$ cat config.mk
export PLATFORM = sky130hd
export DESIGN_NAME = sstm_accum
export DESIGN_NICKNAME = d
export VERILOG_FILES = /design/src/design/sliding_template_match_min_ssd_unit_macros.svh /design/src/design/sstm_pkg.sv /design/src/design/sstm_accum.sv
export SDC_FILE = /design/constraint.sdc
export NUM_CORES = 1
export LEC_CHECK = 0
export BUFFER_PORTS_ARGS = -buffer_cell sky130_fd_sc_hd__buf_4
export CORE_UTILIZATION = 31
export CTS_CLUSTER_SIZE = 14
export DETAILED_ROUTE_END_ITERATION = 12
export PLACE_DENSITY = 0.44
export SKIP_CTS_REPAIR_TIMING = 1
export SKIP_LAST_GASP = 1
export SYNTH_ARGS = -nofsm -noshare
export SYNTH_HDL_FRONTEND = slang
export SYNTH_SLANG_ARGS = --single-unit
$ cat constraint.sdc
create_clock -name clock -period 9.85 [get_ports clock]
set_clock_uncertainty 0.05 [all_clocks]
set_input_delay 0.985 -clock clock [delete_from_list [all_inputs] [get_ports clock]]
set_output_delay 0.985 -clock clock [all_outputs]
set_load 0.01 [all_outputs]
$ cat src/design/sliding_template_match_min_ssd_unit_macros.svh
// Assertion macros shared by the sliding template matcher.
// Used by the top level; depends on nothing else.
`ifndef SLIDING_TEMPLATE_MATCH_MIN_SSD_UNIT_MACROS_SVH
`define SLIDING_TEMPLATE_MATCH_MIN_SSD_UNIT_MACROS_SVH
`ifndef SYNTHESIS
// Same-cycle implication, disabled during reset.
`define STM_ASSERT_IMP(lbl, clk, rst, ante, cons) \
   lbl: assert property (@(posedge clk) disable iff (rst) (ante) |-> (cons)) \
      else $error("implication check failed");
// Next-cycle implication, disabled during reset.
`define STM_ASSERT_NXT(lbl, clk, rst, ante, cons) \
   lbl: assert property (@(posedge clk) disable iff (rst) (ante) |=> (cons)) \
      else $error("next-cycle check failed");
`else
`define STM_ASSERT_IMP(lbl, clk, rst, ante, cons)
`define STM_ASSERT_NXT(lbl, clk, rst, ante, cons)
`endif
`endif

$ cat src/design/sstm_pkg.sv
// Shared types and constants of the sliding template matcher.
// Depends on nothing; used by the top level, sstm_scan and sstm_accum.
package sstm_pkg;

   localparam int DIM_W  = 11;   // holds any clamped dimension up to 1024
   localparam int SUM_W  = 28;
   localparam int ACC_W  = 29;   // saturated sum plus one row of terms
   localparam int SQ_W   = 18;   // three squared channel differences
   localparam int PIX_W  = 24;
   localparam int CSR_IDX_W = 4;
   localparam int CSR_DAT_W = 8;

   localparam logic [SUM_W-1:0] SUM_MAX = {SUM_W{1'b1}};

   localparam logic [CSR_IDX_W-1:0] CSR_TEMPLATE_W = 4'd0;
   localparam logic [CSR_IDX_W-1:0] CSR_TEMPLATE_H = 4'd1;
   localparam logic [CSR_IDX_W-1:0] CSR_REGION_W   = 4'd2;
   localparam logic [CSR_IDX_W-1:0] CSR_REGION_H   = 4'd3;

   localparam logic OP_TEMPLATE = 1'b0;
   localparam logic OP_REGION   = 1'b1;

   typedef enum logic [1:0] {
      SCAN_IDLE,
      SCAN_RUN,
      SCAN_DRAIN
   } scan_state_type;

   // Marks that travel with one pixel pair through the pipeline.
   typedef struct packed {
      logic valid;
      logic row_end;
      logic win_end;
      logic last;
   } tag_type;

   // Sum of the squared red, green and blue differences of two pixels.
   function automatic logic [SQ_W-1:0] sq_diff3(input logic [PIX_W-1:0] p,
                                               input logic [PIX_W-1:0] q);
      logic signed [8:0]  d;
      logic signed [17:0] dd;
      logic [SQ_W-1:0]    acc;
      acc = '0;
      for (int c = 0; c < 3; c++) begin
         d = $signed({1'b0, p[c*8 +: 8]}) - $signed({1'b0, q[c*8 +: 8]});
         dd = d * d;
         acc = acc + SQ_W'(unsigned'(dd));
      end
      return acc;
   endfunction

endpackage

$ cat src/design/sstm_accum.sv
// Squared-difference datapath: per-pixel terms, row saturation, window minimum.
// Depends on sstm_pkg; fed by the pixel memories and the scan tags.
module sstm_accum (
   input  logic                         clock,
   input  logic                         reset,
   input  logic                         start,
   input  sstm_pkg::tag_type            tag,
   input  logic [sstm_pkg::PIX_W-1:0]   t_pix,
   input  logic [sstm_pkg::PIX_W-1:0]   r_pix,
   output logic [sstm_pkg::SUM_W-1:0]   best,
   output logic                         done
);
   import sstm_pkg::*;

   tag_type           tag_a_ff;
   logic [SQ_W-1:0]   sq_a_ff;
   logic [ACC_W-1:0]  acc_ff, acc_in, acc_sum;
   logic [SUM_W-1:0]  best_ff, best_in, cand;
   logic              done_ff;

   // First stage: three squared channel differences.
   always_ff @(posedge clock) begin
      if (reset) begin
         tag_a_ff <= '0;
      end else begin
         tag_a_ff <= tag;
      end
      sq_a_ff <= sq_diff3(r_pix, t_pix);
   end

   // Second stage: running sum, saturated at each row end, minimum at window end.
   assign acc_sum = acc_ff + ACC_W'(sq_a_ff);
   assign cand    = (acc_sum > ACC_W'(SUM_MAX)) ? SUM_MAX : acc_sum[SUM_W-1:0];

   always_comb begin
      acc_in  = acc_ff;
      best_in = best_ff;
      if (start) begin
         acc_in  = '0;
         best_in = SUM_MAX;
      end else if (tag_a_ff.valid) begin
         if (tag_a_ff.win_end) begin
            acc_in = '0;
            if (cand < best_ff) begin
               best_in = cand;
            end
         end else if (tag_a_ff.row_end) begin
            acc_in = ACC_W'(cand);
         end else begin
            acc_in = acc_sum;
         end
      end
   end

   always_ff @(posedge clock) begin
      if (reset) begin
         acc_ff  <= '0;
         best_ff <= '0;
         done_ff <= 1'b0;
      end else begin
         acc_ff  <= acc_in;
         best_ff <= best_in;
         done_ff <= tag_a_ff.valid && tag_a_ff.last;
      end
   end

   assign best = best_ff;
   assign done = done_ff;
endmodule
## After elaboration in Yosys (flattened, before gate mapping)

Cells that the tools add are included.

| cells by class | value |
|---|---|
| $lt $le $gt $ge | 2 |
| mux-type cells | 7 |
| add/subtract/negate cells | 6 |
| reductions and logical operators | 6 |
| $mul | 3 |

Operators by type and width:

| kind | count |
|---|---|
| 28-bit 2-to-1 mux | 5 |
| 29-bit 2-to-1 mux | 2 |
| 9-bit by 9-bit multiplier with 18-bit output | 3 |
| 18-bit adder | 2 |
| 29-bit by 18-bit adder with 29-bit output | 1 |
| 29-bit by 28-bit > comparator with 1-bit output (second input constant) | 1 |
| 28-bit < comparator | 1 |
| 8-bit by 8-bit subtractor with 9-bit output | 3 |
| 2-bit nonzero test | 3 |
| 3-bit AND reduction | 1 |
| 2-bit OR reduction | 1 |
| 1-bit logical AND | 1 |

| word-level totals | value |
|---|---|
| bits in registers | 80 |
| logic and storage cells | 32 |

## Longest topological paths before layout

| depth | value |
|---|---|
| depth after elaboration | 8 |
| gate-level depth with buffers | 36 |
| gate-level depth less buffers | 35 |

## Least setup slack after synthesis

Ideal clock, no wire load.

| path | value |
|---|---|
| path type | input-to-reg |
| start point | input r_pix[16] in the netlist's numbering |
| end point | register sq_a_ff[17] |
| path slack | 0.816 ns |
| stages on the path | 33 |
| arrival | 8.861 ns |
| cells stage by stage | inv_1 -> ha_1 -> inv_1 -> fa_1 -> nand2_1 -> nand2_1 -> a21oi_1 -> o21ai_0 -> a21oi_1 -> o21bai_1 -> a21oi_1 -> inv_1 -> clkbuf_1 -> nor2_1 -> fa_1 -> fa_1 -> inv_1 -> fa_1 -> inv_1 -> fa_1 -> fa_1 -> fa_1 -> fa_1 -> fa_1 -> ha_1 -> nor2_1 -> nor2_1 -> a31oi_1 -> nor2b_1 -> o21ai_0 -> a211o_1 -> o21ai_0 -> xnor2_1 |

| between the ends | value |
|---|---|
| word-level cells in the longest chain between the ends | 3 |

RTL lines:

| item | RTL line | source |
|---|---|---|
| start, declared | sstm_accum.sv:9 | `input logic [sstm_pkg::PIX_W-1:0] r_pix,` |
| 8-bit by 8-bit subtractor with 9-bit output | sstm_pkg.sv:45 | `d = $signed({1'b0, p[c*8 +: 8]}) - $signed({1'b0, q[c*8 +: 8]});` |
| 9-bit by 9-bit multiplier with 18-bit output | sstm_pkg.sv:46 | `dd = d * d;` |
| 18-bit adder | sstm_pkg.sv:47 | `acc = acc + SQ_W'(unsigned'(dd));` |
| end signal, assigned | sstm_accum.sv:28 | `sq_a_ff <= sq_diff3(r_pix, t_pix);` |
| end, declared | sstm_accum.sv:16 | `logic [SQ_W-1:0] sq_a_ff;` |

Every way passes these cells.
A chain may end at the register's enable or synchronous reset.

## Final worst setup path

| path | value |
|---|---|
| start point | input r_pix[8] in the netlist's numbering |
| end point | register sq_a_ff[17] |

| between the ends | value |
|---|---|
| word-level cells in the longest chain between the ends | 4 |

RTL lines:

| item | RTL line |
|---|---|
| 8-bit by 8-bit subtractor with 9-bit output | sstm_pkg.sv:45 |
| 9-bit by 9-bit multiplier with 18-bit output | sstm_pkg.sv:46 |
| 18-bit adder (2 in a row) | sstm_pkg.sv:47 |

Every way passes these cells.

==> summary.txt <==
Area Growth Syn to Fin: 11.8%
Initial Util: 0.317
synthesized area: 0.0142 mm²
pin count of the biggest net entering global routing: 35
FP Rows: 77
worst setup path category: input pin to flip-flop
worst-path fanout max: 9
worst slew pin tran: 1070 ps
CTS buffer count: 9
CP top delay family: adder cells
Hold Crit Class: flip-flop to flip-flop
core area: 0.0446 mm²
fraction of the cycle the final worst path needs: 0.914
area share of the largest cell type after synthesis: 0.322
DR pass1 iterations: 5
post-DP HPWL: 30.0 mm
fin crit period: 9010 ps
Syn Area/Cell: 8.84 µm²
die outline width: 216 µm
H-Tree Level Count: 3
crit path capture type: flip-flop
DIE AREA: 0.0465 mm²
Max Fclk: 111 MHz
placed cells: 2261
CTS Sinks: 80
layout cells sized above 1: 0.0944
final hold vios: 0
status: complete, no violations
ranking of synthesized cells by area: fa_1 32%, ha_1 15%, dfxtp_1 11%
Top Ports: 84
first-pass GRT wire length: 58.4 mm
height of the die: 216 µm
syn nets: 2058
most frequent cells in the layout: 351 x inv_1, 228 x fa_1, 173 x ha_1, 125 x nand2_1, 116 x nor2_1
Yosys warnings: 0
non-filler cells, final: 2278
vias after detailed routing: 10600
unrepaired setup endpoints after global routing: no
final slew viol count: 0
worst-skew pair later-pin latency: 350 ps
Buf/Inv on CP: 6
final WL: 34.5 mm
Yosys top cell by area: fa_1
clk root buf: clkbuf_16
CTS tree: built
Total GRT Usage: 0.158
Max Buffers Root-to-Sink: 2
delay of the slowest critical-path stage: 520 ps
wire per inst: 15.2 µm
Crit path top cell by count: fa_1
Slowest-stage cell, CP: fa_1
antenna violations before repair: 0
Slew HR: 0.283
worst path required time: 10020 ps
synthesis-stage register bit count: 80
async set or reset register ratio after synthesis: 0
drt via density: 4.67
worst path arrival time: 9180 ps
initial DRC count: 423
synth unique cells: 64
post-route ant nets: 0
clock-pin transition on the worst setup and hold timing paths: 60 ps
vias in the first global route: 11200
predominant post-synthesis flop cell: dfxtp_1
DRC: 0
RePlAce Congestion: 0.815
WHS: 395 ps
commonest non-fill, non-tap cell in the layout: inv_1
total negative slack: 0 ps
Seq/Total Area, Yosys: 0.113
Setup-failing EPs final: 0
EDFF count, synth: 0
Remaining Overflow, GRT: 0
final net count: 2136
I/O Buffers: 83
Critical Path Start Type: input pin
cells after synthesis: 1602
Max Cap Viol: 0
kinds of logic (layout without fill, tap and decap cells):
| group | after synthesis | count (layout) | share of synthesized area |
|---|---|---|---|
| xor+xnor | 82 | 82 | 0.0507 |
| fa+ha+maj | 401 | 401 | 0.475 |
| mux | 9 | 9 | 0.00645 |
| simple gates | 390 | 390 | 0.130 |
| compound gates | 250 | 250 | 0.119 |
| flops | 80 | 80 | 0.113 |
| buf+inv | 390 | 473 | 0.105 |
| other cells | 0 | 1 | 0 |
metrics by stage:
stage	setup slack [ps]	cell area [µm²]	util
after floorplan	816	14200	-
after global placement	673	15500	0.348
after detailed placement	531	15500	0.348
after CTS	888	15800	0.355
after global routing	151	15800	0.355
final	844	15800	0.355
layout make-up:
| cell class | count | area (µm²) |
|---|---|---|
| timing repair buffer | 102 | 766 |
| inverter | 355 | 1330 |
| sequential | 80 | 1600 |
| clock inverter | 4 | 52.6 |
| fill | 4634 | 28800 |
| tap | 592 | 741 |
| clock buffer | 12 | 256 |
| multi-input combinational | 1132 | 11100 |
| antenna | 1 | 2.50 |
worst register-to-register path, stage by stage (launching register included):
cell and delay [ps]:
dfxtp_1 390, ha_1 270, a211o_1 300, a2111o_1 430, o2111a_1 310, o21ai_0 560
a21oi_1 300, nand3_1 180, xor2_1 390, nand2_1 110, ha_1 330, a211oi_1 230
o21ai_0 120, a211oi_1 230, o21ai_0 180, a2111o_1 440, o211ai_4 860, o21ai_0 170
o21ba_2 270
path summary, 6_finish.rpt:
check | cells past startpoint | slack, ps | to | start
worst max-delay path | 33 | 840 | sq_a_ff[17] | r_pix[8]
worst min-delay path | 2 | 400 | acc_ff[2] | acc_ff[2]
worst max register to register | 18 | 3690 | best[26] | acc_ff[1]
worst min register to register | 2 | 400 | acc_ff[2] | acc_ff[2]
synthesized netlist by cell type (9+ instances only):
master,count
or3_1,9
a211oi_2,15
xnor2_1,63
nor2b_1,15
and3_1,9
a21boi_0,10
nand2b_1,18
a21oi_1,67
xor2_1,19
a21o_1,16
a211oi_1,13
o21ai_0,64
fa_1,228
inv_1,351
nor2_1,116
nor3_1,23
nand4_1,10
o21a_1,14
o211ai_1,9
dfxtp_1,80
nand3_1,11
nand2_1,125
clkbuf_1,28
and2_1,22
ha_1,173
metal layers:
metal / track usage / vias to the layer above / wire (µm)
met5: 0 / - / 0
met4: 0.0232 / 0 / 310
met3: 0.0175 / 20 / 1100
met2: 0.259 / 133 / 15800
met1: 0.227 / 5265 / 17300
li1: - / 5228 / -
sequential cells by signal, summed over array words and instances (netlist names):
name      count
done          1
acc_ff       29
best         28
sq_a_ff      18
tag_a_ff      4
Power is left out: the tool's default activity adds up to more than one toggle a clock period on the data nets, which glitch-free logic cannot reach.
