`src/design/sliding_template_match_min_ssd_unit_macros.svh`:
```
// Assertion macros shared by the sliding template matcher.
// Used by the top level; depends on nothing else.
`ifndef SLIDING_TEMPLATE_MATCH_MIN_SSD_UNIT_MACROS_SVH
`define SLIDING_TEMPLATE_MATCH_MIN_SSD_UNIT_MACROS_SVH
`ifndef SYNTHESIS
// Same-cycle implication, disabled during reset.
`define STM_ASSERT_IMP(lbl, clk, rst, ante, cons) \
   lbl: assert property (@(posedge clk) disable iff (rst) (ante) |-> (cons)) \
      else $error("implication check failed");
// Next-cycle implication, disabled during reset.
`define STM_ASSERT_NXT(lbl, clk, rst, ante, cons) \
   lbl: assert property (@(posedge clk) disable iff (rst) (ante) |=> (cons)) \
      else $error("next-cycle check failed");
`else
`define STM_ASSERT_IMP(lbl, clk, rst, ante, cons)
`define STM_ASSERT_NXT(lbl, clk, rst, ante, cons)
`endif
`endif

```
`src/design/sstm_pkg.sv`:
```
// Shared types and constants of the sliding template matcher.
// Depends on nothing; used by the top level, sstm_scan and sstm_accum.
package sstm_pkg;

   localparam int DIM_W  = 11;   // holds any clamped dimension up to 1024
   localparam int SUM_W  = 28;
   localparam int ACC_W  = 29;   // saturated sum plus one row of terms
   localparam int SQ_W   = 18;   // three squared channel differences
   localparam int PIX_W  = 24;
   localparam int CSR_IDX_W = 4;
   localparam int CSR_DAT_W = 8;

   localparam logic [SUM_W-1:0] SUM_MAX = {SUM_W{1'b1}};

   localparam logic [CSR_IDX_W-1:0] CSR_TEMPLATE_W = 4'd0;
   localparam logic [CSR_IDX_W-1:0] CSR_TEMPLATE_H = 4'd1;
   localparam logic [CSR_IDX_W-1:0] CSR_REGION_W   = 4'd2;
   localparam logic [CSR_IDX_W-1:0] CSR_REGION_H   = 4'd3;

   localparam logic OP_TEMPLATE = 1'b0;
   localparam logic OP_REGION   = 1'b1;

   typedef enum logic [1:0] {
      SCAN_IDLE,
      SCAN_RUN,
      SCAN_DRAIN
   } scan_state_type;

   // Marks that travel with one pixel pair through the pipeline.
   typedef struct packed {
      logic valid;
      logic row_end;
      logic win_end;
      logic last;
   } tag_type;

   // Sum of the squared red, green and blue differences of two pixels.
   function automatic logic [SQ_W-1:0] sq_diff3(input logic [PIX_W-1:0] p,
                                               input logic [PIX_W-1:0] q);
      logic signed [8:0]  d;
      logic signed [17:0] dd;
      logic [SQ_W-1:0]    acc;
      acc = '0;
      for (int c = 0; c < 3; c++) begin
         d = $signed({1'b0, p[c*8 +: 8]}) - $signed({1'b0, q[c*8 +: 8]});
         dd = d * d;
         acc = acc + SQ_W'(unsigned'(dd));
      end
      return acc;
   endfunction

endpackage

```
`src/design/sstm_scan.sv`:
```
// Window scan sequencer: walks every window position and template pixel.
// Depends on sstm_pkg; drives the read addresses of both pixel memories.
module sstm_scan #(
   parameter int MAX_TEMPLATE_W = 32,
   parameter int MAX_REGION_W   = 128,
   parameter int TA_W           = 10,
   parameter int RA_W           = 14
) (
   input  logic                   clock,
   input  logic                   reset,
   input  logic                   start,
   input  logic [sstm_pkg::DIM_W-1:0] tw,
   input  logic [sstm_pkg::DIM_W-1:0] th,
   input  logic [sstm_pkg::DIM_W-1:0] rw,
   input  logic [sstm_pkg::DIM_W-1:0] rh,
   input  logic                   done,
   output logic [TA_W-1:0]        t_addr,
   output logic [RA_W-1:0]        r_addr,
   output sstm_pkg::tag_type      tag,
   output logic                   busy,
   output logic                   nofit
);
   import sstm_pkg::*;

   scan_state_type    state_ff, state_in;
   logic [DIM_W-1:0]  x_ff, x_in, y_ff, y_in, dx_ff, dx_in, dy_ff, dy_in;
   tag_type           tag_ff, tag_in;
   logic              nofit_ff, nofit_in;
   logic              row_end, col_end, dx_end, dy_end, fits;

   // Fit check and end-of-range marks.
   assign fits    = (tw != '0) && (th != '0) && (tw <= rw) && (th <= rh);
   assign row_end = (x_ff == tw - 1'b1);
   assign col_end = (y_ff == th - 1'b1);
   assign dx_end  = (dx_ff == rw - tw);
   assign dy_end  = (dy_ff == rh - th);

   // Read addresses for the current pixel pair.
   assign t_addr = TA_W'(32'(y_ff) * MAX_TEMPLATE_W + 32'(x_ff));
   assign r_addr = RA_W'((32'(y_ff) + 32'(dy_ff)) * MAX_REGION_W
                         + 32'(x_ff) + 32'(dx_ff));

   // Next state and counter stepping.
   always_comb begin
      state_in = state_ff;
      x_in     = x_ff;
      y_in     = y_ff;
      dx_in    = dx_ff;
      dy_in    = dy_ff;
      tag_in   = '0;
      nofit_in = 1'b0;
      unique case (state_ff)
         SCAN_IDLE: begin
            x_in  = '0;
            y_in  = '0;
            dx_in = '0;
            dy_in = '0;
            if (start) begin
               if (fits) begin
                  state_in = SCAN_RUN;
               end else begin
                  nofit_in = 1'b1;
               end
            end
         end
         SCAN_RUN: begin
            tag_in.valid   = 1'b1;
            tag_in.row_end = row_end;
            tag_in.win_end = row_end && col_end;
            tag_in.last    = row_end && col_end && dx_end && dy_end;
            if (!row_end) begin
               x_in = x_ff + 1'b1;
            end else begin
               x_in = '0;
               if (!col_end) begin
                  y_in = y_ff + 1'b1;
               end else begin
                  y_in = '0;
                  if (!dx_end) begin
                     dx_in = dx_ff + 1'b1;
                  end else begin
                     dx_in = '0;
                     dy_in = dy_ff + 1'b1;
                     if (dy_end) begin
                        state_in = SCAN_DRAIN;
                     end
                  end
               end
            end
         end
         SCAN_DRAIN: begin
            if (done) begin
               state_in = SCAN_IDLE;
            end
         end
         default: state_in = SCAN_IDLE;
      endcase
   end

   // State register.
   always_ff @(posedge clock) begin
      if (reset) begin
         state_ff <= SCAN_IDLE;
         tag_ff   <= '0;
         nofit_ff <= 1'b0;
      end else begin
         state_ff <= state_in;
         tag_ff   <= tag_in;
         nofit_ff <= nofit_in;
      end
   end

   // Counters.
   always_ff @(posedge clock) begin
      x_ff  <= x_in;
      y_ff  <= y_in;
      dx_ff <= dx_in;
      dy_ff <= dy_in;
   end

   assign tag   = tag_ff;
   assign busy  = (state_ff != SCAN_IDLE);
   assign nofit = nofit_ff;
endmodule

```
`config.mk`:
```
export PLATFORM = sky130hd
export DESIGN_NAME = sstm_scan
export DESIGN_NICKNAME = d
export VERILOG_FILES = /design/src/design/sliding_template_match_min_ssd_unit_macros.svh /design/src/design/sstm_pkg.sv /design/src/design/sstm_scan.sv
export SDC_FILE = /design/constraint.sdc
export NUM_CORES = 1
export LEC_CHECK = 0
export CAP_MARGIN = 20
export CORE_ASPECT_RATIO = 1.2
export CORE_MARGIN = 3
export CORE_UTILIZATION = 30
export CTS_CLUSTER_SIZE = 40
export DETAILED_ROUTE_END_ITERATION = 10
export DONT_BUFFER_PORTS = 1
export GPL_TIMING_DRIVEN = 0
export PLACE_DENSITY_LB_ADDON = 0.12
export SLEW_MARGIN = 5
export SYNTH_ARGS = -nofsm -noshare
export SYNTH_HDL_FRONTEND = slang
export SYNTH_SLANG_ARGS = --single-unit
```
`constraint.sdc`:
```
create_clock -name clock -period 2.93 [get_ports clock]
set_input_delay 0.293 -clock clock [delete_from_list [all_inputs] [get_ports clock]]
set_output_delay 0.293 -clock clock [all_outputs]
set_load 0.01 [all_outputs]
```
Word level (Yosys, flattened, before mapping)
Cells that the tools add are included.

Output and inout bits: 30. Word-level logic and storage cells: 80. Bits in registers: 51.

Add/sub/neg operators: 12. Reduce and logical (&&, ||, !) cells: 17. Eq/ne operators: 13. Bitwise operators: 3. Order comparisons: 2. Mux-type cells: 23.

Operator list (number): 2-to-1 mux 11 bit (9); case mux 11 bit (2 select lines) (4); adder 11 x 1 -> 11 bit, second input constant (4); equality test 11 bit (4); adder 14 x 11 -> 14 bit (2); <= comparator 11 bit (2); nonzero test 11 bit (2); subtractor 11 x 1 -> 11 bit, second input constant (2); subtractor 11 bit (2); 2-to-1 mux 2 bit (7); inequality test 2 bit, second input constant (7); adder 10 bit (1); adder 7 bit (1); AND reduction 7 bit (1); logical AND 1 bit (6); case mux 2 bit (3 select lines) (1); 2-to-1 mux 4 bit (1); AND reduction 4 bit (1); nonzero test 2 bit (2); inverter 1 bit (3); AND reduction 3 bit (1); OR reduction 3 bit (1); equality test 2 x 1 -> 1 bit, second input constant (1); equality test 2 bit, second input constant (1); 4 further kinds (4).

Logic depth before layout (Yosys ltp)
Gate-level depths: netlist of run 1.

Word-level depth: 7. Gate-level depth with buffers: 12. Depth with buffers taken out: 12.

Worst setup path before layout of run 1
No wires, ideal clock.

Path type: input to register. Start point: in tw[1] in the netlist's numbering. End point: reg dy_ff[0] (enable). Stages: 10. Slack: -239 ps. Arrival time: 2819 ps. Setup time: 350 ps. Cells stage by stage: inv_1 > ha_1 > nor3b_2 > nand4_1 > xnor2_1 > a32o_1 > and4_1 > nand3_1 > a21oi_1 > and3_1.

Cells in the longest elaborated chain, start to end: 4. Elaborated cells between the ends (all ways): 7.

Ends and longest elaborated chain: start: declaration (line sstm_scan.sv:12) `input logic [sstm_pkg::DIM_W-1:0] tw,`; subtractor 11 bit or subtractor 11 x 1 -> 11 bit (tied branches) (line sstm_scan.sv:35, sstm_scan.sv:33); equality test 11 bit, on equally long branches (line sstm_scan.sv:35, sstm_scan.sv:33); inequality test 2 bit (no source line); AND reduction 4 bit (no source line) *; end signal: assignment (line sstm_scan.sv:118) `dy_ff <= dy_in;`; end: declaration (line sstm_scan.sv:26) `logic [DIM_W-1:0] x_ff, x_in, y_ff, y_in, dx_ff, dx_in, dy_ff, dy_in;`.

Mark *: on every way between the ends. The rest lies on a longest branch, timed or not. A chain may end at the register's enable or synchronous reset.

Final worst setup path of run 1
Start point: reg y_ff[0]. End point: out r_addr[10].

Cells in the longest elaborated chain, start to end: 3.

Ends and longest elaborated chain: start: declaration (line sstm_scan.sv:26); start signal: assignment (line sstm_scan.sv:116) `y_ff <= y_in;`; adder 7 bit (line sstm_scan.sv:40) `assign r_addr = RA_W'((32'(y_ff) + 32'(dy_ff)) * MAX_REGION_W`; adder 14 x 11 -> 14 bit (2 in a row) (line sstm_scan.sv:41) `+ 32'(x_ff) + 32'(dx_ff));`; end: declaration (line sstm_scan.sv:18) `output logic [RA_W-1:0] r_addr,`.

No other way between the ends.

==> flow_summary.json, run 1 <==
{
  "status": "finished, violations left",
  "violations": "setup timing",
  "htree_levels": 2,
  "vias_per_cell": 5.30,
  "path_clk_slew_ns": 0.07,
  "io_pins": 78,
  "cts_max_path_buffers": 2,
  "cts_sinks": 51,
  "p_sw_share_pct": 43.7,
  "power_frac_comb_pct": 62.3,
  "cts_tree": "built",
  "synthDistinctLibCells": 57,
  "r2r-start": "x_ff[0]$_SDFFCE_PN0P_",
  "synth_area_um2": 5450,
  "clock_latency_ns": 0.30,
  "grt_first_pass_wirelength_mm": 25.0,
  "power.leakage_nw": 2.59,
  "final.setup.worst_slack_ns": -0.342,
  "fin_skew_ns": 0.00626,
  "die_w_um": 129,
  "cts_hold_buf": 0,
  "dieArea_um2": 19800,
  "share_seq_of_total_power_pct": 24.8,
  "port_buffers": 0,
  "power.switching_w": 0.00218,
  "critPathCaptureType": "output pin",
  "critPathLaunchType": "flop",
  "seq_area_frac_synth_pct": 26.8,
  "dpl_cell_area_um2": 5810,
  "setup_viol": 5,
  "r2r_cells": 7,
  "design_area_um2": 6350,
  "n_antenna_cell": 0,
  "synthToLayoutAreaGrowth_pct": 16.6,
  "final_hold_viol_count": 0,
  "yosys_most_used_dff": "edfxtp_1",
  "place_ws_ns": -0.789,
  "synth_top_area_cell": "edfxtp_1",
  "synth-seq-cells": 51,
  "r2r_end": "dy_ff[7]$_SDFFCE_PN0P_",
  "synth.most_common_cell": "xnor2_1",
  "routedWlPerCell_um": 18.1,
  "pwr-share-clk_pct": 13.0,
  "p_int_w": 0.00281,
  "cts_made_buffers": 5,
  "ir_drop_mv": 0.323,
  "min_to": "nofit$_SDFF_PP0_",
  "tightest_slew_ns": 0.752,
  "synth_edf_count": 44,
  "hold_depth": 1,
  "antenna_left": 0,
  "routabilityCongestion": 0.845,
  "min_period_ns": 3.27,
  "grt-ovfl-total": 0,
  "drc": 0,
  "synth_fp_nets": 732,
  "cp.required_ns": 2.64,
  "synth_area_per_cell_um2": 8.80,
  "finalNetCount": 762,
  "grt_pass1_vias": 4726,
  "relSlewSlack_pct": 49.4,
  "synth_warnings": 0,
  "arrival_ns": 2.98,
  "final.period_utilization_pct": 112,
  "synth_top_area_share_pct": 24.3,
  "wl_mm": 15.8,
  "maxCapViolations": 0,
  "totalPowerFinal_w": 0.00499,
  "grt_use_total_pct": 15.9,
  "p_per_area_nw_per_um2": 785,
  "root_buffer": "clkbuf_16",
  "worstPathMaxFanout": 5,
  "drt_iter0_drc": 228,
  "hp-class": "in -> reg",
  "antenna_found_initial": 0,
  "drt_first_pass_iters": 4,
  "rsz0062_at_grt": "true",
  "crit_type": "reg -> out",
  "slew_viol_final": 0,
  "die_y_um": 154,
  "synthArstFlopShare_pct": 0,
  "finalSetupTns_ns": -1.42,
  "layout-drive-gt1-share_pct": 13.8,
  "grt_max_degree": 16,
  "dp_hpwl_mm": 12.9,
  "synth_area_leaders": "edfxtp_1 (24%), ha_1 (13%), xnor2_1 (12%)",
  "ff2ff_setup_slack_ns": 0.24,
  "syn_inst": 619,
  "coreArea_um2": 17600,
  "synth_common_cells": "xnor2_1 (72), nor2_1 (63), ha_1 (56)",
  "start_util_pct": 30.9,
  "hp-start": "reset",
  "timing.fmax_mhz": 306,
  "rows": 53,
  "vias": 4610
}
## critical path: stages (launching register included)
cell      delay (ns)
edfxtp_1        0.40
ha_2            0.22
fa_2            0.54
inv_2           0.04
fa_1            0.49
inv_2           0.05
ha_4            0.26
nand3_2         0.07
nand2_1         0.06
a41oi_2         0.21
nor2b_4         0.20
xnor2_2         0.14
## logic make-up after synthesis
group	count (synthesis)	synth area share, %
simple gates	211	19.6
xor+xnor	115	18.5
compound gates	114	14.1
fa+ha+maj	65	16.2
buf+inv	63	4.76
flops	51	26.8
## final cells by class
type	instances	area (um^2)
inverters	47	176
plain buffers	15	80.1
multi-input cells	505	4020
clock buffers	8	158
repair buffers	24	180
flip-flops and latches	51	1460
fillers	1871	11300
well taps	220	275
## worst max-delay path by stage
stage / from / endpoint / slack (ns)
after floorplan: dx_ff[1]$_SDFFCE_PN0P_ / r_addr[13] / -0.01
after global placement: th[1] / dy_ff[10]$_SDFFCE_PN0P_ / -0.74
after detailed placement: tw[1] / dy_ff[8]$_SDFFCE_PN0P_ / -0.79
after CTS: dx_ff[1]$_SDFFCE_PN0P_ / r_addr[13] / -0.40
after global routing: dx_ff[1]$_SDFFCE_PN0P_ / r_addr[13] / -0.48
final: y_ff[0]$_SDFFCE_PN0P_ / r_addr[10] / -0.34
## layout by cell type, fill, tap and decap left out, types with 4 or more instances in the layout
cell       instances
xnor2_1           66
nor2_1            63
ha_1              48
inv_1             44
edfxtp_1          44
xor2_1            41
nand2_1           33
buf_4             29
nand3_1           26
a21oi_1           25
and3_1            17
o21ai_0           16
nor3_1            15
a21o_1            12
nand4_1           10
clkbuf_1           8
fa_1               7
dfxtp_1            7
or3_1              6
a31oi_1            6
clkbuf_16          6
xnor2_2            5
o21a_1             5
o211ai_1           5
ha_4               5
a21oi_2            4
nand2b_1           4
and2_1             4
nor4_1             4
## stage by stage
stage                     utilization [%]  hold WS [ns]  instances
after floorplan                         -         0.362        619
final                                36.0        0.0628        870
after CTS                            35.2        0.0608        865
after global placement               32.9         0.365        839
after detailed placement             32.9         0.375        839
after global routing                 36.0        0.0618        870
## flip-flops by register name, indices dropped and copies added (netlist names)
| register | cells |
|---|---|
| nofit | 1 |
| tag | 4 |
| dx_ff | 11 |
| state_ff | 2 |
| x_ff | 11 |
| dy_ff | 11 |
| y_ff | 11 |
## power by group through the flow
stage          logic [W]  registers [W]  clock network [W]
6_report         0.00311        0.00124           0.000646
2_1_floorplan    0.00198        0.00120                  0
3_5_place_dp     0.00244        0.00133                  0
3_3_place_gp     0.00241        0.00133                  0
4_1_cts          0.00295        0.00124           0.000663
5_1_grt          0.00343        0.00126           0.000684
## routing by layer
layer  wire [um]  part of all wire (%)  track usage [%]  vias to the layer above
met1        6590                    42             19.0                     2227
met4         268                   1.7             3.95                        0
li1            -                     -                -                     2269
met2        8210                    52             28.8                      101
met3         685                   4.3             3.13                       13
met5           0                     0                0                        -
## repair_timing
item | CTS | global route
gates resized for setup | 24 | 19
setup buffers | 19 | 5
endpoints found under the hold margin | 0 | 0
gates cloned | 0 | 0
pin swaps | 15 | 13
setup endpoints to repair | 61 | 57
No activity file was read; power rests on OpenSTA's default activity.
==> inputs of run 2 (changes only) <==
RECOVER_POWER = 100   (was unset)
==> run 2 against run 1 <==
Sequential power barely moved. Cell count unchanged. Highest routed layer unchanged. Critical path type unchanged. The flow still finishes with violations (setup timing). Global-route usage unchanged.
==> flow_summary.json, run 2 (synthesized netlist as in run 1, its figures left out) <==
{
  "synthToLayoutAreaGrowth_pct": 15.9,
  "crit_type": "reg -> out",
  "cp_top_family": "adder cells",
  "min_to": "nofit$_SDFF_PP0_",
  "min_period_ns": 3.27,
  "port_buffers": 0,
  "fin_cells": 870,
  "io_pins": 78,
  "totalPowerFinal_w": 0.00497,
  "violations": "setup timing",
  "cts_tree": "built",
  "p_per_area_nw_per_um2": 786,
  "finalNetCount": 762,
  "grt_first_pass_wirelength_mm": 25.0,
  "grt-ovfl-total": 0,
  "rsz0062_at_grt": "true",
  "slew_viol_final": 0,
  "cts_made_buffers": 5,
  "final.period_utilization_pct": 112,
  "die_w_um": 129,
  "crit_path_frequent_cell": "inv_2",
  "wl_mm": 15.8,
  "dieArea_um2": 19800,
  "finalSetupTns_ns": -1.69,
  "utilization_pct": 35.8,
  "timing.fmax_mhz": 306,
  "cts_sinks": 51,
  "vias_per_cell": 5.27,
  "clock_latency_ns": 0.30,
  "hold_depth": 1,
  "setup_viol": 16,
  "drt_iter0_drc": 224,
  "hp-class": "in -> reg",
  "cp_slowest_stage_delay_ns": 0.54,
  "r2r_cells": 8,
  "critPathLaunchType": "flop",
  "final.setup.worst_slack_ns": -0.340,
  "critPathCaptureType": "output pin",
  "ff2ff_setup_slack_ns": -0.03,
  "hp-start": "reset",
  "r2r-start": "x_ff[3]$_SDFFCE_PN0P_",
  "die_y_um": 154,
  "antenna_found_initial": 0,
  "cp.required_ns": 2.64,
  "grt_pass1_vias": 4726,
  "cts_hold_buf": 0,
  "drt_first_pass_iters": 4,
  "routedWlPerCell_um": 18.1,
  "final_hold_viol_count": 0,
  "multiInputGateArea_um2": 4010,
  "power.leakage_nw": 2.56,
  "cts_max_path_buffers": 2,
  "vias": 4587,
  "crit_buf_inv": 2,
  "crit_cells": 11,
  "root_buffer": "clkbuf_16",
  "n_antenna_cell": 0,
  "htree_levels": 2,
  "antenna_left": 0,
  "start_util_pct": 30.9,
  "worstPathMaxFanout": 5,
  "tightest_slew_ns": 0.777,
  "drc": 0,
  "dp.cells": 839,
  "status": "finished, violations left",
  "arrival_ns": 2.98,
  "critPathSlowestCell": "fa_2",
  "mostFrequentLayoutCell": "xnor2_1",
  "ir_drop_mv": 0.323,
  "relSlewSlack_pct": 47.7,
  "layout-drive-gt1-share_pct": 12.5,
  "crit_chain": "ha_2 -> fa_2 -> inv_2 -> fa_1 -> inv_2 -> ha_4 -> nand3_2 -> nand2_1 -> a41oi_2 -> nor2b_4 -> xnor2_2",
  "fin_skew_ns": 0.00769,
  "routabilityCongestion": 0.845,
  "maxCapViolations": 0,
  "seq_area_um2": 1460,
  "dp_hpwl_mm": 12.9,
  "r2r_end": "dy_ff[7]$_SDFFCE_PN0P_",
  "grt_max_degree": 16,
  "rows": 53,
  "coreArea_um2": 17600,
  "final_cell_mix": "xnor2_1 (66), nor2_1 (63), ha_1 (48)",
  "path_clk_slew_ns": 0.07,
  "fillCellCount": 1874,
  "grt_use_total_pct": 15.9
}
[run 2: cell types whose count changed in the layout (fill, tap and decap cells not counted), sizes merged]
| cell | before | now |
|---|---|---|
| buf | 32 | 25 |
| clkbuf | 15 | 22 |
[run 2: worst max-delay path by stage]
stage	start	endpoint	slack, ns
floorplan	dx_ff[1]$_SDFFCE_PN0P_	r_addr[13]	-0.01
global placement	th[1]	dy_ff[10]$_SDFFCE_PN0P_	-0.74
detailed placement	tw[1]	dy_ff[8]$_SDFFCE_PN0P_	-0.79
CTS	dx_ff[1]$_SDFFCE_PN0P_	r_addr[13]	-0.40
global route	dx_ff[1]$_SDFFCE_PN0P_	r_addr[13]	-0.48
finish	y_ff[0]$_SDFFCE_PN0P_	r_addr[10]	-0.34
[run 2: metal layers]
metal  vias to the layer above  wire, um  track usage (%)  part of all wire, %
li1                       2267         -                -                    -
met1                      2215      6680             19.0                   42
met2                        92      8200             28.8                   52
met3                        13       644             3.13                  4.1
met4                         0       268             3.95                  1.7
met5                         -         0                0                    0
[run 2: stage by stage]
stage	setup WS (ns)	area (um^2)	hold slack (ns)
2_1_floorplan	-0.0108	5530	0.362
3_3_place_gp	-0.738	5810	0.365
3_5_place_dp	-0.789	5810	0.375
4_1_cts	-0.399	6210	0.0608
5_1_grt	-0.476	6310	0.0618
6_report	-0.340	6310	0.0661
[run 2: area by class of cell]
| type | instances | area share (%) |
|---|---|---|
| well taps | 220 | 4.36 |
| multi-input cells | 505 | 63.5 |
| clock buffers | 8 | 2.50 |
| inverters | 47 | 2.79 |
| flip-flops and latches | 51 | 23.1 |
| repair buffers | 24 | 2.67 |
| plain buffers | 15 | 1.07 |
[run 2: what timing repair did]
item,CTS,global route
gates cloned,0,0
resized for setup,24,19
pin swaps,15,13
buffers inserted,19,5
endpoints found under the setup margin,61,57
[run 2: worst register-to-register path, cell delays in order (launching register included)]
cell and delay, ns:
edfxtp_1 0.35, clkbuf_1 0.31, xnor2_1 0.14, xnor2_1 0.14, a2111oi_0 0.53, and4_1 0.33
nand3_1 0.28, a21oi_4 0.24, and3_4 0.31
[run 2: report_power, final]
part	total, W	internal [W]	switching, W
Sequential	0.00124	0.00101	0.000227
Clock	0.000644	0.000371	0.000273
Combinational	0.00309	0.00142	0.00167
Total	0.00497	0.00280	0.00217
